==> src/rtl/core/assert_macros.svh <==
`ifndef ASSERT_MACROS_SVH
`define ASSERT_MACROS_SVH

// Concurrent check on clk_i, idle while rst_ni is low.
`define PSU_ASSERT(label, prop) \
  label: assert property (@(posedge clk_i) disable iff (!rst_ni) (prop)) \
    else $error("psu assertion failed");

// Implication check on clk_i, idle while rst_ni is low.
`define PSU_ASSERT_IMP(label, pre, post) \
  label: assert property (@(posedge clk_i) disable iff (!rst_ni) (pre) |-> (post)) \
    else $error("psu assertion failed");

`endif

==> src/rtl/core/psu_pkg.sv <==
`timescale 1ns / 1ps

package psu_pkg;

  localparam int MaxRowBytes = 4096;
  localparam int IdxW        = $clog2(MaxRowBytes);
  localparam int RowBytesW   = 13;
  localparam int RowCountW   = 16;
  localparam int CfgIdxW     = 2;
  localparam int CfgDataW    = 16;
  localparam int QDepth      = 4;
  localparam int QPtrW       = $clog2(QDepth);
  localparam int QCntW       = $clog2(QDepth + 1);

  localparam logic [2:0] FILT_NONE  = 3'd0;
  localparam logic [2:0] FILT_SUB   = 3'd1;
  localparam logic [2:0] FILT_UP    = 3'd2;
  localparam logic [2:0] FILT_AVG   = 3'd3;
  localparam logic [2:0] FILT_PAETH = 3'd4;

  localparam logic [CfgIdxW-1:0] REG_ROW_BYTES = CfgIdxW'(0);
  localparam logic [CfgIdxW-1:0] REG_ROW_COUNT = CfgIdxW'(1);

  typedef enum logic {
    ITEM_DATA,
    ITEM_ERR
  } item_kind_e;

  // One request handed from the front end to the reconstruction back end.
  typedef struct packed {
    item_kind_e        kind;
    logic [7:0]        data;
    logic [2:0]        filt;
    logic [IdxW-1:0]   idx;
    logic              first;
    logic              row0;
    logic              rend;
    logic              iend;
  } work_t;

  function automatic logic [7:0] paeth_pick(input logic [7:0] a, input logic [7:0] b,
                                            input logic [7:0] c);
    logic signed [10:0] pa;
    logic signed [10:0] pb;
    logic signed [10:0] pc;
    logic [7:0]         res;
    // p = a + b - c, so |p-a| = |b-c|, |p-b| = |a-c|, |p-c| = |a+b-2c|
    pa = $signed({3'b000, b}) - $signed({3'b000, c});
    pb = $signed({3'b000, a}) - $signed({3'b000, c});
    pc = pa + pb;
    if (pa < 0) pa = -pa;
    if (pb < 0) pb = -pb;
    if (pc < 0) pc = -pc;
    if (pa <= pb && pa <= pc) begin
      res = a;
    end else if (pb <= pc) begin
      res = b;
    end else begin
      res = c;
    end
    return res;
  endfunction

endpackage

==> src/rtl/core/psu_front.sv <==
`timescale 1ns / 1ps

module psu_front (
  input  logic                          clk_i,
  input  logic                          rst_ni,
  input  logic                          cfg_valid_i,
  output logic                          cfg_ready_o,
  input  logic [psu_pkg::CfgIdxW-1:0]   cfg_index_i,
  input  logic [psu_pkg::CfgDataW-1:0]  cfg_data_i,
  input  logic                          in_valid_i,
  output logic                          in_stall_o,
  input  logic [7:0]                    in_byte_i,
  input  logic                          image_start_i,
  input  logic                          q_full_i,
  output logic                          push_o,
  output psu_pkg::work_t                push_item_o
);
  import psu_pkg::*;

  logic [RowBytesW-1:0] row_bytes_q;
  logic [RowCountW-1:0] row_count_q;
  logic [RowBytesW-1:0] column_q, column_d;
  logic [RowCountW-1:0] row_q, row_d;
  logic [2:0]           filt_q, filt_d;
  logic                 expect_q, expect_d;
  logic                 halted_q, halted_d;

  logic                 accept;
  logic [RowBytesW-1:0] rb_eff;
  logic [RowCountW-1:0] rc_eff;
  logic [RowBytesW-1:0] col_cur, col_next;
  logic [RowCountW-1:0] row_cur;
  logic                 exp_cur, halt_cur;
  logic                 row_last;

  assign cfg_ready_o = 1'b1;
  assign in_stall_o  = q_full_i;
  assign accept      = in_valid_i && !q_full_i;

  always_ff @(posedge clk_i or negedge rst_ni) begin
    if (!rst_ni) begin
      row_bytes_q <= RowBytesW'(1);
      row_count_q <= RowCountW'(1);
    end else if (cfg_valid_i) begin
      unique case (cfg_index_i)
        REG_ROW_BYTES: row_bytes_q <= cfg_data_i[RowBytesW-1:0];
        REG_ROW_COUNT: row_count_q <= cfg_data_i[RowCountW-1:0];
        default: ;
      endcase
    end
  end

  always_comb begin
    if (row_bytes_q == '0) begin
      rb_eff = RowBytesW'(1);
    end else if (row_bytes_q > RowBytesW'(MaxRowBytes)) begin
      rb_eff = RowBytesW'(MaxRowBytes);
    end else begin
      rb_eff = row_bytes_q;
    end
    rc_eff = (row_count_q == '0) ? RowCountW'(1) : row_count_q;
  end

  // image start overrides the position state before the byte is used
  assign col_cur  = image_start_i ? '0 : column_q;
  assign row_cur  = image_start_i ? '0 : row_q;
  assign exp_cur  = image_start_i ? 1'b1 : expect_q;
  assign halt_cur = image_start_i ? 1'b0 : halted_q;
  assign col_next = col_cur + RowBytesW'(1);
  assign row_last = ({1'b0, row_cur} + (RowCountW+1)'(1)) >= {1'b0, rc_eff};

  always_comb begin
    column_d    = column_q;
    row_d       = row_q;
    filt_d      = filt_q;
    expect_d    = expect_q;
    halted_d    = halted_q;
    push_o      = 1'b0;
    push_item_o = '{kind: ITEM_DATA, data: in_byte_i, filt: filt_q,
                    idx: (col_cur < RowBytesW'(MaxRowBytes)) ? col_cur[IdxW-1:0]
                                                             : IdxW'(MaxRowBytes - 1),
                    first: (col_cur == '0), row0: (row_cur == '0),
                    rend: 1'b0, iend: 1'b0};
    if (accept) begin
      column_d = col_cur;
      row_d    = row_cur;
      expect_d = exp_cur;
      halted_d = halt_cur;
      if (!halt_cur) begin
        if (exp_cur) begin
          if (in_byte_i > 8'(FILT_PAETH)) begin
            push_o           = 1'b1;
            push_item_o.kind = ITEM_ERR;
            push_item_o.data = 8'h00;
            push_item_o.filt = FILT_NONE;
            halted_d         = 1'b1;
          end else begin
            filt_d   = in_byte_i[2:0];
            expect_d = 1'b0;
          end
        end else begin
          push_o   = 1'b1;
          column_d = col_next;
          if (col_next >= rb_eff) begin
            push_item_o.rend = 1'b1;
            column_d         = '0;
            expect_d         = 1'b1;
            if (row_last) begin
              push_item_o.iend = 1'b1;
              halted_d         = 1'b1;
            end else begin
              row_d = row_cur + RowCountW'(1);
            end
          end
        end
      end
    end
  end

  always_ff @(posedge clk_i or negedge rst_ni) begin
    if (!rst_ni) begin
      column_q <= '0;
      row_q    <= '0;
      filt_q   <= FILT_NONE;
      expect_q <= 1'b1;
      halted_q <= 1'b0;
    end else begin
      column_q <= column_d;
      row_q    <= row_d;
      filt_q   <= filt_d;
      expect_q <= expect_d;
      halted_q <= halted_d;
    end
  end

endmodule

==> config.mk <==
export PLATFORM = sky130hd
export DESIGN_NAME = psu_front
export DESIGN_NICKNAME = d
export VERILOG_FILES = /design/src/rtl/core/assert_macros.svh /design/src/rtl/core/psu_pkg.sv /design/src/rtl/core/psu_front.sv
export SDC_FILE = /design/constraint.sdc
export NUM_CORES = 1
export LEC_CHECK = 0
export BUFFER_PORTS_ARGS = -buffer_cell sky130_fd_sc_hd__buf_2
export CAP_MARGIN = 20
export CORE_MARGIN = 3
export CORE_UTILIZATION = 61
export DETAILED_ROUTE_END_ITERATION = 10
export PLACE_DENSITY = 0.9
export SETUP_SLACK_MARGIN = 0.4
export SKIP_CTS_REPAIR_TIMING = 1
export SYNTH_ARGS = -nofsm -noshare
export SYNTH_HDL_FRONTEND = slang
export SYNTH_SLANG_ARGS = --single-unit
==> constraint.sdc <==
create_clock -name clk_i -period 10.7 [get_ports clk_i]
set_clock_uncertainty 0.1 [all_clocks]
set_input_delay 1.07 -clock clk_i [delete_from_list [all_inputs] [get_ports clk_i]]
set_output_delay 1.07 -clock clk_i [all_outputs]
set_load 0.01 [all_outputs]
### Word level (Yosys, flattened, before mapping)

Index checks and enable logic that the tools add are counted.

| storage, ports and cells | value |
|---|---|
| bits in registers | 63 |
| input bits | 32 |
| word-level logic and storage cells | 62 |

| cells by class | value |
|---|---|
| add/sub/neg operators | 3 |
| magnitude comparators | 5 |
| equal/unequal tests | 1 |
| mux-type cells | 34 |
| bitwise gates (word level) | 2 |
| reduce and logical (&&, ||, !) cells | 10 |

Operators by type and width:

| cell | count |
|---|---|
| 16-bit two-way mux | 6 |
| 13-bit two-way mux | 6 |
| 12-bit two-way mux | 5 |
| 16-bit zero test | 2 |
| 13-bit zero test | 2 |
| 16-bit by 1-bit adder with 17-bit output (second input constant) | 1 |
| 17-bit by 16-bit greater-or-equal comparator with 1-bit output | 1 |
| 16-bit by 1-bit adder with 16-bit output (second input constant) | 1 |
| 13-bit by 1-bit adder with 13-bit output (second input constant) | 1 |
| 13-bit greater-or-equal comparator | 1 |
| 13-bit greater-than comparator (second input constant) | 1 |
| 13-bit < comparator (second input constant) | 1 |
| 1-bit two-way mux | 13 |
| 8-bit by 3-bit greater-than comparator with 1-bit output (second input constant) | 1 |
| 2-bit two-way mux | 4 |
| 2-bit AND reduction | 2 |
| 4-bit AND reduction | 1 |
| 2-bit by 1-bit equality test with 1-bit output (second input constant) | 1 |
| 2-bit zero test | 1 |
| 1-bit inverter | 2 |
| 1-bit logical AND | 1 |
| 1-bit zero test | 1 |

### Longest topological paths before layout

| depth | value |
|---|---|
| word-level depth | 8 |
| gate-level depth with buffers | 18 |
| gate-level depth less buffers | 16 |

### Worst setup path after synthesis

Ideal clock, no wire load.

| timing path | value |
|---|---|
| kind | in2out |
| start | in image_start_i |
| end | out push_item_o[0] in the netlist's numbering |
| arrival | 4064 ps |
| required time | 9530 ps |
| path slack | 5466 ps |
| stages | 16 |
| cells stage by stage | clkinv_1 -> clkbuf_1 -> nand2_1 -> inv_1 -> ha_1 -> nand3b_1 -> nor2_2 -> nand3_1 -> or3_1 -> xnor2_1 -> ha_1 -> nand3_1 -> nor3_1 -> o41a_1 -> nor2_1 -> nor3_1 |

RTL lines:

| what | line | text |
|---|---|---|
| start, declared | psu_front.sv:13 | `input logic image_start_i,` |
| end, declared | psu_front.sv:16 | `output psu_pkg::work_t push_item_o` |

==> impl_metrics.env <==
export IMPL_drc=0
export IMPL_grt_pass1_wl_um=18100
export IMPL_cpMaxStageDelayCell="clkinv_1"
export IMPL_synthArstFlopShare_pct=100
export IMPL_required_ns=9.53
export IMPL_p_int_uw=444
export IMPL_rows=30
export IMPL_synth_cells=478
export IMPL_min_period_over_period_pct=59.9
export IMPL_pwr_share_seq_pct=46.2
export IMPL_start_util_pct=64.1
export IMPL_drt_wl_total_um=10900
export IMPL_fin_hold_ws_ns=0.406
export IMPL_period_minus_slack_ns=6.40
export IMPL_root_buffer="clkbuf_8"
export IMPL_first_iter_violations=543
export IMPL_ios=63
export IMPL_clock_latency_ns=0.34
export IMPL_syn2layout_area_growth_pct=12.5
export IMPL_synth_top_area_cell="dfrtp_1"
export IMPL_power_leakage_uw=0.00239
export IMPL_drv_cap=0
export IMPL_grt_setup_unrepaired="no"
export IMPL_p_comb_share_pct=19.0
export IMPL_drv_slew=0
export IMPL_p_switching_uw=177
export IMPL_via_per_inst=6.07
export IMPL_crit_chain="buf_2, clkinv_1, nand2_1, inv_1, ha_1, nand2b_1, nor2_1, and3_1, xnor2_1, nor2_1, ha_1, nand4_1, o211ai_1, a221o_1, o21ai_2, nor3_1, buf_2"
export IMPL_clk_pin_slew_ns=0.06
export IMPL_drtAntennaViolNets=0
export IMPL_routedWlPerCell_um=17.2
export IMPL_die_x_um=91.2
export IMPL_clockPowerShare_pct=34.8
export IMPL_synthFlopType="dfrtp_1"
export IMPL_status="complete, no violations"
export IMPL_h_tree_depth=3
export IMPL_p_sw_share_pct=28.5
export IMPL_final_hold_violation_count=0
export IMPL_gp_congestion=0.942
export IMPL_start_kind="primary input"
export IMPL_firstDrtPassIters=5
export IMPL_crit_path_end_kind="output pin"
export IMPL_nets=597
export IMPL_globalRouteTotalUtil_pct=27.1
export IMPL_synth_cell_type_count=62
export IMPL_seq_area_frac_synth_pct=35.7
export IMPL_total_power_uw=622
export IMPL_cp_data_arrival_time_ns=5.23
export IMPL_drive_gt1_share_pct=25.0
export IMPL_die_area_sq_mm=0.00832
export IMPL_gr_total_overflow=0
export IMPL_final_core_util_pct=72.2
export IMPL_cts_tree="done"
export IMPL_vdd_drop_max_v=0.000112
export IMPL_cts_buffers=9
export IMPL_fmax_mhz=156
export IMPL_clk_path_buf_depth=2
export IMPL_grt_pass1_vias=3697
export IMPL_synth_edf_count=0
export IMPL_avgSynthCellArea_sq_um=9.27
export IMPL_netlist_area_sq_mm=0.00443
export IMPL_hpwl_um=8090
export IMPL_io_buffers=61
export IMPL_antenna_found_initial=0
export IMPL_hp_class="flop to flop"
export IMPL_p_per_area_mw_per_mm2=125
export IMPL_fillers=503
export IMPL_setup_viol_count_final=0
export IMPL_coreArea_sq_mm=0.00691
export IMPL_synth_seq_cells=63
export IMPL_max_stage_delay_ns=0.66
export IMPL_worst_path_max_fanout=44
export IMPL_tns_ns=0
export IMPL_n_antenna_cell=0
export IMPL_syn_nets=543
export IMPL_synth_top_area_share_pct=33.9
export IMPL_ys_top_cells_by_area="dfrtp_1 (34%), ha_1 (9.3%), mux2_2 (9.2%)"
export IMPL_dieHeight_um=91.2
export IMPL_tightest_slew_ns=0.977
export IMPL_maxSlewHeadroom_pct=34.4
export IMPL_cts_sinks=63
export IMPL_vias=3844
export IMPL_yosysWarnings=0
export IMPL_grt_max_degree=64
export IMPL_path_class="primary input to output pin"
[state kept, by name, indices dropped and copies added, names as in the netlist]
signal and flops:
expect_q 1, row_q 16, row_count_q 16, column_q 13, halted_q 1, row_bytes_q 13, filt_q 3
[worst paths after layout]
| kind | slack (ns) | cells after the start | from | end |
|---|---|---|---|---|
| max | 4.30 | 17 | image_start_i | push_item_o[0] |
| min | 0.41 | 1 | filt_q[2]$_DFFE_PN0P_ | filt_q[2]$_DFFE_PN0P_ |
| max reg2reg | 6.34 | 15 | column_q[0]$_DFFE_PN0P_ | row_q[3]$_DFFE_PN0P_ |
| min reg2reg | 0.41 | 1 | filt_q[2]$_DFFE_PN0P_ | filt_q[2]$_DFFE_PN0P_ |
| max in group asynchronous | 9.19 | 2 | rst_ni | filt_q[2]$_DFFE_PN0P_ |
| min in group asynchronous | 0.77 | 2 | rst_ni | column_q[3]$_DFFE_PN0P_ |
[cell usage in the layout (no fill, tap or decap), types with 2 or more instances in the layout]
| cell type | instances |
|---|---|
| o31ai_1 | 3 |
| nor2_1 | 58 |
| buf_2 | 61 |
| a21boi_0 | 2 |
| buf_4 | 2 |
| nor4_1 | 13 |
| and2_1 | 12 |
| or3_1 | 3 |
| mux2_2 | 36 |
| o21ai_0 | 13 |
| nor3b_1 | 2 |
| nand3b_1 | 4 |
| clkbuf_8 | 12 |
| nand3_1 | 16 |
| nand2_1 | 34 |
| dfstp_2 | 3 |
| nand2b_1 | 4 |
| nor3_1 | 13 |
| a21oi_1 | 15 |
| xor2_1 | 14 |
| dfrtp_1 | 60 |
| nor2b_1 | 16 |
| a22o_1 | 7 |
| mux2i_1 | 4 |
| mux2_4 | 7 |
| o211ai_1 | 3 |
| inv_1 | 27 |
| nand4_1 | 8 |
| nand4_2 | 2 |
| and3_1 | 4 |
| xnor2_1 | 9 |
| a21o_1 | 5 |
| clkbuf_1 | 2 |
| or4_1 | 2 |
| ha_1 | 33 |
[cell families (layout without fill, tap and decap cells)]
group                    after synthesis  count (layout)  share of synthesized area (%)
multiplexers                          48              48                           12.7
AND/OR/NAND/NOR                      197             197                           22.8
XOR/XNOR                              23              23                           4.55
other                                  1               1                         0.0847
AO/OA/AOI/OAI                         64              64                           10.1
adder cells (fa/ha/maj)               33              33                           9.32
buffers and inverters                 49             108                           4.80
flip-flops                            63              63                           35.7
[layout make-up]
| type | count | area (sq um) | share of cell area [%] |
|---|---|---|---|
| clock buffers | 14 | 173 | 3.46 |
| clock inverters | 2 | 37.5 | 0.753 |
| inverters | 28 | 105 | 2.11 |
| multi-input cells | 366 | 2640 | 52.9 |
| flip-flops and latches | 63 | 1580 | 31.7 |
| well taps | 96 | 120 | 2.41 |
| repair buffers | 64 | 332 | 6.65 |
[power groups by stage]
stage	clock [uW]	combinational [uW]	sequential [uW]
2_1_floorplan	0	85.1	281
3_3_place_gp	0	109	288
3_5_place_dp	0	116	291
4_1_cts	218	118	287
5_1_grt	227	134	290
6_report	216	118	287
[layer usage]
metal | global-route usage, % | share of wire, %
met1 | 36.4 | 41
met3 | 4.56 | 8.0
met2 | 44.1 | 48
met4 | 9.67 | 2.4
met5 | 0 | 0
[Yosys cell counts, types with 5 or more instances]
library cell and number:
a22o_1 7, clkbuf_1 13, and2_1 12, nand4_1 8
a21oi_1 15, nor4_1 13, nand2_1 34, nor2b_1 16
dfrtp_1 60, nor2_1 58, inv_1 27, nand3_1 16
nor3_1 13, xor2_1 14, xnor2_1 9, mux2_4 7
a21o_1 5, o21ai_0 13, mux2_2 36, ha_1 33
[metrics by stage]
stage	std cells	cell area [sq um]	setup WS, ns
floorplan	478	4430	5.47
global placement	616	4760	4.52
detailed placement	616	4760	4.39
CTS	632	4970	4.39
global route	633	4980	3.99
finish	633	4980	4.30
[critical path, delay by kind of cell]
family / cells / cell delay (ns)
simple gates: 7 / 0.99
compound gates: 3 / 0.92
xor+xnor: 1 / 0.13
fa+ha+maj: 2 / 0.62
buf+inv: 4 / 1.47
(Power assumes the default switching activity.)
