File: src/rtl/core/assert_macros.svh
`ifndef ASSERT_MACROS_SVH
`define ASSERT_MACROS_SVH

// Concurrent check on clk_i, idle while rst_ni is low.
`define PSU_ASSERT(label, prop) \
  label: assert property (@(posedge clk_i) disable iff (!rst_ni) (prop)) \
    else $error("psu assertion failed");

// Implication check on clk_i, idle while rst_ni is low.
`define PSU_ASSERT_IMP(label, pre, post) \
  label: assert property (@(posedge clk_i) disable iff (!rst_ni) (pre) |-> (post)) \
    else $error("psu assertion failed");

`endif

File: src/rtl/core/psu_pkg.sv
`timescale 1ns / 1ps

package psu_pkg;

  localparam int MaxRowBytes = 4096;
  localparam int IdxW        = $clog2(MaxRowBytes);
  localparam int RowBytesW   = 13;
  localparam int RowCountW   = 16;
  localparam int CfgIdxW     = 2;
  localparam int CfgDataW    = 16;
  localparam int QDepth      = 4;
  localparam int QPtrW       = $clog2(QDepth);
  localparam int QCntW       = $clog2(QDepth + 1);

  localparam logic [2:0] FILT_NONE  = 3'd0;
  localparam logic [2:0] FILT_SUB   = 3'd1;
  localparam logic [2:0] FILT_UP    = 3'd2;
  localparam logic [2:0] FILT_AVG   = 3'd3;
  localparam logic [2:0] FILT_PAETH = 3'd4;

  localparam logic [CfgIdxW-1:0] REG_ROW_BYTES = CfgIdxW'(0);
  localparam logic [CfgIdxW-1:0] REG_ROW_COUNT = CfgIdxW'(1);

  typedef enum logic {
    ITEM_DATA,
    ITEM_ERR
  } item_kind_e;

  // One request handed from the front end to the reconstruction back end.
  typedef struct packed {
    item_kind_e        kind;
    logic [7:0]        data;
    logic [2:0]        filt;
    logic [IdxW-1:0]   idx;
    logic              first;
    logic              row0;
    logic              rend;
    logic              iend;
  } work_t;

  function automatic logic [7:0] paeth_pick(input logic [7:0] a, input logic [7:0] b,
                                            input logic [7:0] c);
    logic signed [10:0] pa;
    logic signed [10:0] pb;
    logic signed [10:0] pc;
    logic [7:0]         res;
    // p = a + b - c, so |p-a| = |b-c|, |p-b| = |a-c|, |p-c| = |a+b-2c|
    pa = $signed({3'b000, b}) - $signed({3'b000, c});
    pb = $signed({3'b000, a}) - $signed({3'b000, c});
    pc = pa + pb;
    if (pa < 0) pa = -pa;
    if (pb < 0) pb = -pb;
    if (pc < 0) pc = -pc;
    if (pa <= pb && pa <= pc) begin
      res = a;
    end else if (pb <= pc) begin
      res = b;
    end else begin
      res = c;
    end
    return res;
  endfunction

endpackage

File: src/rtl/core/psu_queue.sv
`timescale 1ns / 1ps

module psu_queue (
  input  logic                       clk_i,
  input  logic                       rst_ni,
  input  logic                       push_i,
  input  psu_pkg::work_t             item_i,
  output logic                       full_o,
  input  logic                       pop_i,
  output logic                       valid_o,
  output psu_pkg::work_t             item_o,
  output logic [psu_pkg::QCntW-1:0]  count_o
);
  import psu_pkg::*;

  work_t            slots_q [QDepth];
  logic [QPtrW-1:0] wr_ptr_q, rd_ptr_q;
  logic [QCntW-1:0] count_q, count_d;
  logic             do_pop;

  assign full_o  = (count_q == QCntW'(QDepth));
  assign valid_o = (count_q != '0);
  assign item_o  = slots_q[rd_ptr_q];
  assign count_o = count_q;
  assign do_pop  = pop_i && valid_o;

  always_comb begin
    count_d = count_q;
    if (push_i && !do_pop) begin
      count_d = count_q + QCntW'(1);
    end else if (!push_i && do_pop) begin
      count_d = count_q - QCntW'(1);
    end
  end

  always_ff @(posedge clk_i or negedge rst_ni) begin
    if (!rst_ni) begin
      wr_ptr_q <= '0;
      rd_ptr_q <= '0;
      count_q  <= '0;
    end else begin
      if (push_i) wr_ptr_q <= wr_ptr_q + QPtrW'(1);
      if (do_pop) rd_ptr_q <= rd_ptr_q + QPtrW'(1);
      count_q <= count_d;
    end
  end

  always_ff @(posedge clk_i) begin
    if (push_i) slots_q[wr_ptr_q] <= item_i;
  end

endmodule

File: config.mk
export PLATFORM = sky130hd
export DESIGN_NAME = psu_queue
export DESIGN_NICKNAME = d
export VERILOG_FILES = /design/src/rtl/core/assert_macros.svh /design/src/rtl/core/psu_pkg.sv /design/src/rtl/core/psu_queue.sv
export SDC_FILE = /design/constraint.sdc
export NUM_CORES = 1
export LEC_CHECK = 0
export BUFFER_PORTS_ARGS = -buffer_cell sky130_fd_sc_hd__buf_2
export CAP_MARGIN = 20
export CORE_AREA = 8 8 92 136
export DETAILED_ROUTE_END_ITERATION = 10
export DIE_AREA = 0 0 100 144
export PLACE_DENSITY = 0.62
export SLEW_MARGIN = 20
export SYNTH_ARGS = -nofsm -noshare
export SYNTH_HDL_FRONTEND = slang
export SYNTH_SLANG_ARGS = --single-unit
File: constraint.sdc
create_clock -name clk_i -period 2.5 [get_ports clk_i]
set_clock_uncertainty 0.2 [all_clocks]
set_input_delay 0.125 -clock clk_i [delete_from_list [all_inputs] [get_ports clk_i]]
set_output_delay 0.125 -clock clk_i [all_outputs]
set_load 0.01 [all_outputs]
Word-level counts from Yosys, hierarchy flattened
Memory sizes are Yosys's and may differ from the RTL's.
Index checks and enable logic that the tools add are counted.
{"block": "word_totals", "wordCells": 20, "ramBits": 112, "regBits": 7, "memories": 1, "in_bits": 32}
{"memory": "slots_q", "words": 4, "word_bits": 28, "rd": 1, "rd_ports_with_merged_regs": 0, "wr": 1, "line_no": "psu_queue.sv:16", "source": "work_t slots_q [QDepth];"}
{"block": "op_classes", "n_reduce_logical": 7, "eq_ne": 1, "muxes": 4, "add_sub_neg": 4}
{"op": "2-to-1 mux 3 bit", "count": 2}
{"op": "adder 2 x 1 -> 2 bit, second input constant", "count": 2}
{"op": "adder 3 x 1 -> 3 bit, second input constant", "count": 1}
{"op": "equality test 3 bit, second input constant", "count": 1}
{"op": "logical AND 1 bit", "count": 3}
{"op": "nonzero test 3 bit", "count": 1}
{"op": "subtractor 3 x 1 -> 3 bit, second input constant", "count": 1}
{"op": "zero test 1 bit", "count": 2}
{"op": "2-to-1 mux 1 bit", "count": 2}
{"op": "nonzero test 2 bit", "count": 1}

Longest topological paths before layout
Gate-level depths: netlist (run 1).
{"block": "logic_depth", "ltp_word": 5, "ltp_mapped": 8, "depth_no_buf": 8}

Least setup slack after synthesis (run 1)
No wires, ideal clock.
{"block": "synth_path", "path_kind": "register to register", "start": "register count_q[0] (netlist: count_o[0])", "end": "register count_q[2] (netlist: count_o[2])", "slack_ns": 0.238, "synth_period_minus_slack_ns": 2.262, "path_buffers": 0, "setup_ns": 0.079, "t_required_ns": 2.221, "arrival_ns": 1.983, "stages_incl_launch_ff": 9, "cell_sequence": "dfrtp_1 > or3_4 > nand2_1 > ha_1 > inv_1 > fa_1 > xor2_1 > nor2_1 > xor2_1"}
{"block": "synth_between", "elab_chain_cells": 5}
{"element": "from (decl)", "line_no": "psu_queue.sv:18", "source": "logic [QCntW-1:0] count_q, count_d;"}
{"element": "from (signal assigned)", "line_no": "psu_queue.sv:44", "source": "count_q <= count_d;"}
{"element": "nonzero test 3 bit (*)", "line_no": "psu_queue.sv:22", "source": "assign valid_o = (count_q != '0);"}
{"element": "via valid_o", "line_no": "psu_queue.sv:10", "source": "output logic valid_o,"}
{"element": "logical AND 1 bit (*)", "line_no": "psu_queue.sv:25", "source": "assign do_pop = pop_i && valid_o;"}
{"element": "zero test 1 bit", "line_no": "psu_queue.sv:29", "source": "if (push_i && !do_pop) begin"}
{"element": "logical AND 1 bit", "line_no": "psu_queue.sv:29"}
{"element": "2-to-1 mux 3 bit or nonzero test 2 bit (tied branches)"}
Mark *: on every way through the listed nets, which the timed path passes. The rest lies on a longest branch. The select of a mux whose other input is x is not followed.
A chain may end at the register's enable or synchronous reset.

Final worst setup path (run 1)
{"block": "layout_path", "start": "register count_q[0] (netlist: count_o[0])", "end": "register count_q[2] (netlist: count_o[2])"}
{"block": "layout_between", "elab_chain_cells": 5}
{"element": "branches (longest 5 deep; another with subtractor 3 x 1 -> 3 bit)"}
Parallel ways; which one is timed is not known. The select of a mux whose other input is x is not followed.

==> run metrics, run 1 <==
Vias 2156; Startpoint Class flop; unrepaired setup endpoints after global routing false; Final WS setup 0.178 ns; post-cts sizing count 0; Clock Path Buffers 2; first-pass GRT wire length 12700 µm; nets@finish 335; worst reg2reg setup slack 0.18 ns; Cell Area, Synth 0.00444 mm²; root buf cell clkbuf_16; initial antenna violation count 0; Pre-Repair DR Iteration Count 4; setup TNS 0 ns; Power, Total 6630 µW; Iteration-0 DRC Markers 75; most common cell after layout, fill and taps aside edfxtp_1; wirelength, routed 8170 µm; CTS tree done; Synth Net Count 218; vias per cell 4.77; # setup viols final 0; FF-to-FF End count_o[2]; Static Leak 0.00207 µW; Max IR drop VDD 694 µV; crit path buf inv count 1; endpoints failing hold 0; hpwl dp 5150 µm; gpl congestion 0.706; Tightest Pin Transition 0.457 ns; Cell Pwr Density 1140 mW/mm²; H-tree levels 4; GRT Total Usage 12.3%; layout cells sized above 1 42.3%; WL/cell 18.1 µm; CP cell instances or3_4, nand2_1, ha_1, inv_1, fa_1, xor2_1, nor2_1, xor2_1; Yosys warnings 0; hold buffers post-CTS 32; later-pin clock latency in the skew report 0.39 ns; site row count 47; clock sink count 119; TritonCTS buffer count 17; number of synthesized register bits 119; vias in the first global route 2424; Starting Density 41.5%; grt ovf 0; fill cell count 884; biggest cell delay along the critical path 0.45 ns; Clock transition at path regs 0.05 ns; worst hold slack 0.279 ns; largest net degree at the start of global routing 21; depth of the worst hold-timing path 2; reg2reg start count_o[0]; slowest cell on the critical path dfrtp_1; crit end category flop; Arrival @ worst endpoint 2.44 ns; max-slew violation count 0; r2r worst-path depth 8; WHS Endpoint slots_q[3][12]; Setup Crit Path Kind flop to flop; placed cell area 0.00501 mm²; n_diodes 0; Seq/Total Area, Yosys 79.6%; most frequent cells in the layout edfxtp_1 (112), buf_2 (64), dlygate4sd3_1 (32); DP Worst Slack 0.183 ns; post-synthesis cell count 180; Mapped Avg Cell Area 24.7 µm²; die width 100 µm; Max-Cap Viols 0; worst hold start item_i[12]; Core ar. 0.0107 mm²; post-route cell area 0.00580 mm²; status complete, no violations; # IOs 65; post-CTS setup buffer count 0; f_max 431 MHz; CP dominant cell by count xor2_1; worst-path maximum fanout 5; Tightest Hold Check Type input pin to flop; fin crit share 92.9%; Buffers on Ports 64; fin crit period 2.32 ns; Crit path max-delay family simple AND/OR/NAND/NOR gates; die height 144 µm; Max-slew headroom 69.5%; die area 0.0144 mm²; Routed Antenna Nets 0; Netlist cell types 19; Req. time, crit path 2.62 ns; layout overhead on the synthesized area 30.6%; # DRC 0
## layout make-up
| type | instances | area (µm²) | area share, % |
|---|---|---|---|
| Clock inverter | 8 | 38.8 | 0.668 |
| Timing Repair Buffer | 104 | 751 | 12.9 |
| Tap cell | 147 | 184 | 3.17 |
| Clock buffer | 19 | 433 | 7.46 |
| Multi-Input combinational cell | 52 | 847 | 14.6 |
| Sequential cell | 119 | 3540 | 61.0 |
| Inverter | 3 | 11.3 | 0.194 |
## state kept, by name, summed over array words and instances, names as in the netlist
signal / flops
count_o: 3
rd_ptr_q: 2
slots_q: 112
wr_ptr_q: 2
## synth_stat cells (all sizes together)
| master | count | area (µm²) |
|---|---|---|
| and2 | 4 | 25.0 |
| buf | 6 | 51.3 |
| dfrtp | 7 | 175 |
| edfxtp | 112 | 3360 |
| fa | 1 | 20.0 |
| ha | 5 | 62.6 |
| inv | 3 | 11.3 |
| mux2 | 1 | 11.3 |
| mux4 | 28 | 631 |
| nand2 | 2 | 7.51 |
| nand3 | 1 | 5.00 |
| nor2 | 1 | 3.75 |
| nor3b | 1 | 7.51 |
| o21ai | 1 | 5.00 |
| or3 | 1 | 11.3 |
| xnor2 | 3 | 26.3 |
| xor2 | 3 | 26.3 |
## cell families after synthesis
group                    Yosys count  synth area share (%)
AND/OR/NAND/NOR                   10                  1.35
AO/OA/AOI/OAI                      1                 0.113
adder cells (fa/ha/maj)            6                  1.86
buffers and inverters              9                  1.41
flip-flops                       119                  79.6
multiplexers                      29                  14.4
XOR/XNOR                           6                  1.18
## how the worst max path moves through the flow
stage	from	endpoint	slack [ns]	cells past startpoint
after floorplan	count_o[0]	count_o[2]	0.24	8
after global placement	count_o[0]	count_o[2]	0.25	8
after detailed placement	count_o[0]	count_o[2]	0.18	8
after CTS	count_o[0]	count_o[2]	0.16	8
after global routing	count_o[0]	count_o[2]	0.05	8
final	count_o[0]	count_o[2]	0.18	8
## through the flow
stage               utilization [%]  cells
floorplan                         -    180
global placement               46.8    393
detailed placement             46.8    393
CTS                            54.2    452
global route                   54.2    452
finish                         54.2    452
## metal layers
layer / share of wire, % / vias to the layer above / track usage (%)
met2: 56 / 51 / 21.2
li1: - / 984 / -
met4: 1.5 / 0 / 6.00
met3: 5.1 / 7 / 5.01
met5: 0 / - / 0
met1: 37 / 1114 / 12.5
## power breakdown
| group | internal [µW] | switching, µW | leakage, µW |
|---|---|---|---|
| Clock | 1210 | 734 | 0.000232 |
| Combinational | 945 | 998 | 0.000728 |
| Sequential | 2630 | 120 | 0.00111 |
| Total | 4780 | 1850 | 0.00207 |
(Power assumes the default switching activity.)
==> inputs of run 2 (changes only) <==
--- a/config.mk
+++ b/config.mk
@@ -5,11 +5,12 @@
 export SDC_FILE = /design/constraint.sdc
 export NUM_CORES = 1
 export LEC_CHECK = 0
+export ABC_AREA = 1
 export BUFFER_PORTS_ARGS = -buffer_cell sky130_fd_sc_hd__buf_2
 export CAP_MARGIN = 20
-export CORE_AREA = 8 8 92 136
+export CORE_AREA = 8 8 96 142
 export DETAILED_ROUTE_END_ITERATION = 10
-export DIE_AREA = 0 0 100 144
+export DIE_AREA = 0 0 104 150
 export PLACE_DENSITY = 0.62
 export SLEW_MARGIN = 20
 export SYNTH_ARGS = -nofsm -noshare
==> run 2 against run 1 <==
Clock power grew 29%. Die area grew 8.3%. Non-clock buffer count grew 5. Worst hold slack lost 0.0023 ns. Power grew 14%. Cell count grew 45%. Critical path depth shrank 3. Area after synthesis grew 9.9%. Worst setup slack gained 0.032 ns. Critical path type is now flop to primary output. Largest cell class unchanged. Largest power group unchanged.
==> run metrics, run 2 <==
depth of the worst hold-timing path 2; Post-synth ARST share 5.88%; CTS tree done; Startpoint Class flop; FF-to-FF End count_o[2]; Max IR drop VDD 689 µV; Yosys top cell by area edfxtp_1; reg2reg start count_o[0]; Pre-Repair DR Iteration Count 5; # setup viols final 0; post-synthesis cell count 382; Max-Cap Viols 0; nets@finish 529; Core ar. 0.0116 mm²; Starting Density 41.9%; Tightest Hold Check Type input pin to flop; Seq/Total Area, Yosys 72.5%; EDFF count, synth 112; gpl congestion 0.703; site row count 49; # DRC 0; fin crit share 91.6%; Clock Path Buffers 2; Arrival @ worst endpoint 1.97 ns; most frequent cells after synthesis edfxtp_1 (112), nand2_1 (104), inv_1 (68); status complete, no violations; Max-slew headroom 65.7%; hpwl dp 5990 µm; max-slew violation count 0; layout cells sized above 1 20.5%; die area 0.0156 mm²; initial antenna violation count 0; grt ovf 0; count leader, synth edfxtp_1; Static Leak 0.00267 µW; endpoints failing hold 0; fin crit period 2.29 ns; vias in the first global route 3278; Cell Pwr Density 1200 mW/mm²; largest net degree at the start of global routing 45; Mapped Avg Cell Area 12.8 µm²; Buffers on Ports 64; clock sink count 119; Routed Antenna Nets 0; H-tree levels 4; layout overhead on the synthesized area 29.4%; WL/cell 14.5 µm; Top reg by flops slots_q; Cell Area, Synth 0.00488 mm²; setup TNS 0 ns; Netlist cell types 18; post-CTS setup buffer count 0; Yosys warnings 0; CP cell instances clkinv_2, buf_12, o211ai_1, nand2_1, buf_2; worst-path maximum fanout 44; Setup Crit Path Kind flop to primary output; Synth area leaders edfxtp_1 (69%), o211ai_1 (8.6%), nand2_1 (8.0%); worst reg2reg setup slack 0.52 ns; max reg flops 112; die height 150 µm; Synth Net Count 420; die width 104 µm; TritonCTS buffer count 17; fill cell count 986; post-cts sizing count 0; root buf cell clkbuf_16; Iteration-0 DRC Markers 99; first-pass GRT wire length 15900 µm; later-pin clock latency in the skew report 0.39 ns; most frequent cells in the layout edfxtp_1 (112), nand2_1 (104), inv_1 (68); number of synthesized register bits 119; Req. time, crit path 2.17 ns; worst hold start item_i[9]; unrepaired setup endpoints after global routing false; most common cell after layout, fill and taps aside edfxtp_1; slowest cell on the critical path dfrtp_1; GRT Total Usage 13.1%; Clock transition at path regs 0.05 ns; crit end category primary output; f_max 437 MHz; wirelength, routed 9520 µm; WHS Endpoint slots_q[0][9]; vias per cell 4.69; Synth Flop Type edfxtp_1; Core Util, Final 54.2%; share of the synthesized area in the top cell type 68.9%; # IOs 65; r2r worst-path depth 10; Vias 3078; biggest cell delay along the critical path 0.39 ns; Tightest Pin Transition 0.514 ns; n_diodes 0
-- run 2: cell types whose count changed after synthesis, moves of 2 or more --
| cell | change |
|---|---|
| buf_6 | +5 |
| nand3_1 | +2 |
| buf_2 | +3 |
| mux4_2 | -28 |
| xnor2_1 | -2 |
| o211ai_1 | +56 |
| nand2_1 | +102 |
| clkbuf_1 | +6 |
| and2_1 | -4 |
| inv_1 | +65 |
| xor2_1 | -2 |
-- run 2: worst max-delay path by stage --
stage	start	end	slack, ns	depth (start not counted)
2_1_floorplan	count_o[0]	count_o[2]	0.56	10
3_3_place_gp	count_o[0]	count_o[2]	0.59	10
3_5_place_dp	count_o[0]	count_o[2]	0.52	10
4_1_cts	rd_ptr_q[0]	item_o[10]	0.18	5
5_1_grt	rd_ptr_q[0]	item_o[19]	0.05	5
6_report	rd_ptr_q[0]	item_o[10]	0.21	5
-- run 2: power by group --
group / total [µW] / internal, µW / switching, µW
logic: 2330 / 848 / 1480
clock network: 2510 / 1740 / 771
registers: 2750 / 2620 / 129
-- run 2: layout make-up --
type                       count  area [µm²]  area share, %
clock buffer                  19         433           6.86
clock inverter                12         183           2.89
inverter                      69         260           4.12
multi-input combinational    175         946           15.0
sequential                   119        3540           56.0
tap                          153         191           3.03
timing repair buffer         109         763           12.1
-- run 2: metrics by stage --
| stage | hold slack, ns | cells | power, µW | setup slack, ns | cell area [µm²] |
|---|---|---|---|---|---|
| floorplan | -0.371 | 382 | 4310 | 0.556 | 4880 |
| global placement | -0.232 | 593 | 5080 | 0.592 | 5380 |
| detailed placement | -0.230 | 593 | 5150 | 0.519 | 5380 |
| CTS | 0.259 | 656 | 7710 | 0.180 | 6310 |
| global route | 0.273 | 656 | 8070 | 0.0498 | 6310 |
| finish | 0.277 | 656 | 7590 | 0.209 | 6310 |
-- run 2: repair_timing --
| action | CTS | global route |
|---|---|---|
| hold buffers | 32 | 0 |
| setup endpoints to repair | 0 | 0 |
| hold endpoints to repair | 123 | 0 |
-- run 2: cell families (layout without fill, tap and decap cells) --
group                      count (synthesis)  in the layout  synth area share (%)
buffers and inverters                     88            209                  8.13
AOI/OAI and AO/OA                         57             57                  8.72
xor gates and xnor gates                   2              2                 0.359
and+or+nand+nor                          110            110                  8.61
adders and majority gates                  6              6                  1.69
DFF                                      119            119                  72.5
-- run 2: routing by layer --
metal	part of all wire [%]	up-vias	GRT usage [%]
li1	-	1530	-
met1	41	1468	14.0
met2	53	68	23.0
met3	3.9	12	3.97
met4	1.6	0	6.25
met5	0	-	0
-- run 2: critical path: cells and delay by family (launching register included) --
family	cells	cell delay, ns
AND/OR/NAND/NOR	1	0.11
AO/OA/AOI/OAI	1	0.17
flip-flops	1	0.39
buffers and inverters	3	0.87
==> inputs of run 3 (changes only) <==
--- a/config.mk
+++ b/config.mk
@@ -11,7 +11,7 @@
 export CORE_AREA = 8 8 96 142
 export DETAILED_ROUTE_END_ITERATION = 10
 export DIE_AREA = 0 0 104 150
-export PLACE_DENSITY = 0.62
+export PLACE_DENSITY = 0.64
 export SLEW_MARGIN = 20
 export SYNTH_ARGS = -nofsm -noshare
 export SYNTH_HDL_FRONTEND = slang
==> constraint.sdc (replaced) <==
create_clock -name clk_i -period 2.01 [get_ports clk_i]
set_clock_uncertainty 0.2 [all_clocks]
set_input_delay 0.1005 -clock clk_i [delete_from_list [all_inputs] [get_ports clk_i]]
set_output_delay 0.1005 -clock clk_i [all_outputs]
set_load 0.01 [all_outputs]
==> run 3 against run 2 <==
Cell count rose by 1.1%. Via count rose by 2.4%. Wire length rose by 5.5%. Sequential share of layout area fell by 0.53 points. Highest routed layer unchanged. Critical path depth rose by 1. Global-route usage barely moved.
==> run metrics, run 3 (same netlist as run 2, synthesis figures left out) <==
TritonCTS buffer count 17; Routed Antenna Nets 0; Static Leak 0.00267 µW; critical path endpoint item_o[3]; Max IR drop VDD 874 µV; layout overhead on the synthesized area 30.7%; worst reg2reg setup slack 0.14 ns; Req. time, crit path 1.71 ns; Clock transition at path regs 0.06 ns; Setup Crit Path Kind flop to primary output; max-slew violation count 0; Setup crit start rd_ptr_q[0]; wirelength, routed 10100 µm; later-pin clock latency in the skew report 0.40 ns; status complete, no violations; CTS tree done; Arrival @ worst endpoint 1.62 ns; placed cell area 0.00542 mm²; Top reg by flops slots_q; vias per cell 4.75; endpoints failing hold 0; hpwl dp 6270 µm; Cell Pwr Density 1480 mW/mm²; fin crit share 95.4%; Clock Path Buffers 2; DP Worst Slack 0.0397 ns; initial antenna violation count 0; fin crit period 1.92 ns; Max-Cap Viols 0; first-pass GRT wire length 15500 µm; unrepaired setup endpoints after global routing true; nets@finish 535; GRT Total Usage 13.0%; worst-path maximum fanout 32; gpl congestion 0.711; most common cell after layout, fill and taps aside edfxtp_1; max reg flops 112; clock sink count 119; # IOs 65; Starting Density 41.9%; most frequent cells in the layout edfxtp_1 (112), nand2_1 (102), inv_1 (66); Buffers on Ports 64; Power, Total 9440 µW; Core ar. 0.0116 mm²; Final WS setup 0.0928 ns; WL/cell 15.2 µm; Pre-Repair DR Iteration Count 4; die height 150 µm; Max-slew headroom 78.1%; site row count 49; r2r worst-path depth 10; Vias 3151; die area 0.0156 mm²; # DRC 0; layout cells sized above 1 24.3%; post-route cell area 0.00638 mm²; vias in the first global route 3211; largest net degree at the start of global routing 65; fill cell count 997; depth of the worst hold-timing path 2; Iteration-0 DRC Markers 140; crit end category primary output; FF-to-FF End count_o[2]; Tightest Pin Transition 0.328 ns; n_diodes 0; root buf cell clkbuf_16; f_max 522 MHz; Tightest Hold Check Type input pin to flop; # setup viols final 0; die width 104 µm; reg2reg start count_o[1]; grt ovf 0; Startpoint Class flop; H-tree levels 4
==> run 3: cell types whose count changed in the layout (fill, tap and decap cells not counted), moves of 2 or more <==
cell	delta
clkbuf_1	-2
nand2_2	+2
inv_1	-2
clkinv_4	+3
clkinvlp_4	+6
nand2_1	-2
bufinv_16	-3
clkinv_1	-4
buf_4	+3
==> run 3: cell type report <==
cell class              instances  area (µm²)  area share [%]
flip-flops and latches        119        3540            55.5
well taps                     153         191            3.00
clock inverters                15         155            2.43
clock buffers                  17         425            6.67
multi-input cells             175         958            15.0
repair buffers                115         842            13.2
inverters                      69         265            4.16
==> run 3: routing by layer <==
layer  wire length [µm]  global-route usage (%)  vias up
met1               4070                    13.0     1520
met4                246                    7.71        0
met5                  0                       0        -
li1                   -                       -     1545
met3                397                    4.40       15
met2               5340                    23.1       71
==> run 3: through the flow <==
stage,instances,utilization (%),TNS [ns],hold slack [ns]
after floorplan,382,-,0,-0.395
after global placement,597,46.5,0,-0.260
after detailed placement,597,46.5,0,-0.259
after CTS,661,54.3,0,0.224
after global routing,663,54.7,-0.0432,0.242
final,663,54.7,0,0.237
==> run 3: timing repair <==
item / 4_1_cts / 5_1_grt
hold buffers: 32 / 0
gates resized for setup: 0 / 10
buffers inserted: 0 / 1
endpoints found under the hold margin: 124 / 0
setup endpoints to repair: 0 / 10
==> run 3: how the worst min path moves through the flow <==
stage | startpoint | slack, ns | to
6_report | item_i[7] | 0.24 | slots_q[3][7]
5_1_grt | item_i[11] | 0.24 | slots_q[2][11]
4_1_cts | item_i[12] | 0.22 | slots_q[3][12]
3_5_place_dp | rst_ni | -0.26 | count_o[2]
3_3_place_gp | rst_ni | -0.26 | count_o[2]
2_1_floorplan | rst_ni | -0.40 | count_o[0]
==> run 3: critical path: stages, from the launching register on <==
cell	delay, ns
dfrtp_1	0.42
inv_4	0.13
buf_12	0.19
nand2_1	0.09
o211ai_1	0.10
nand2_1	0.11
buf_2	0.15
==> run 3: power breakdown <==
| part | switching [µW] | leakage (µW) | internal [µW] |
|---|---|---|---|
| clock network | 1050 | 0.000267 | 1820 |
| registers | 166 | 0.00111 | 3260 |
| logic | 1940 | 0.00129 | 1200 |
| total | 3160 | 0.00267 | 6280 |
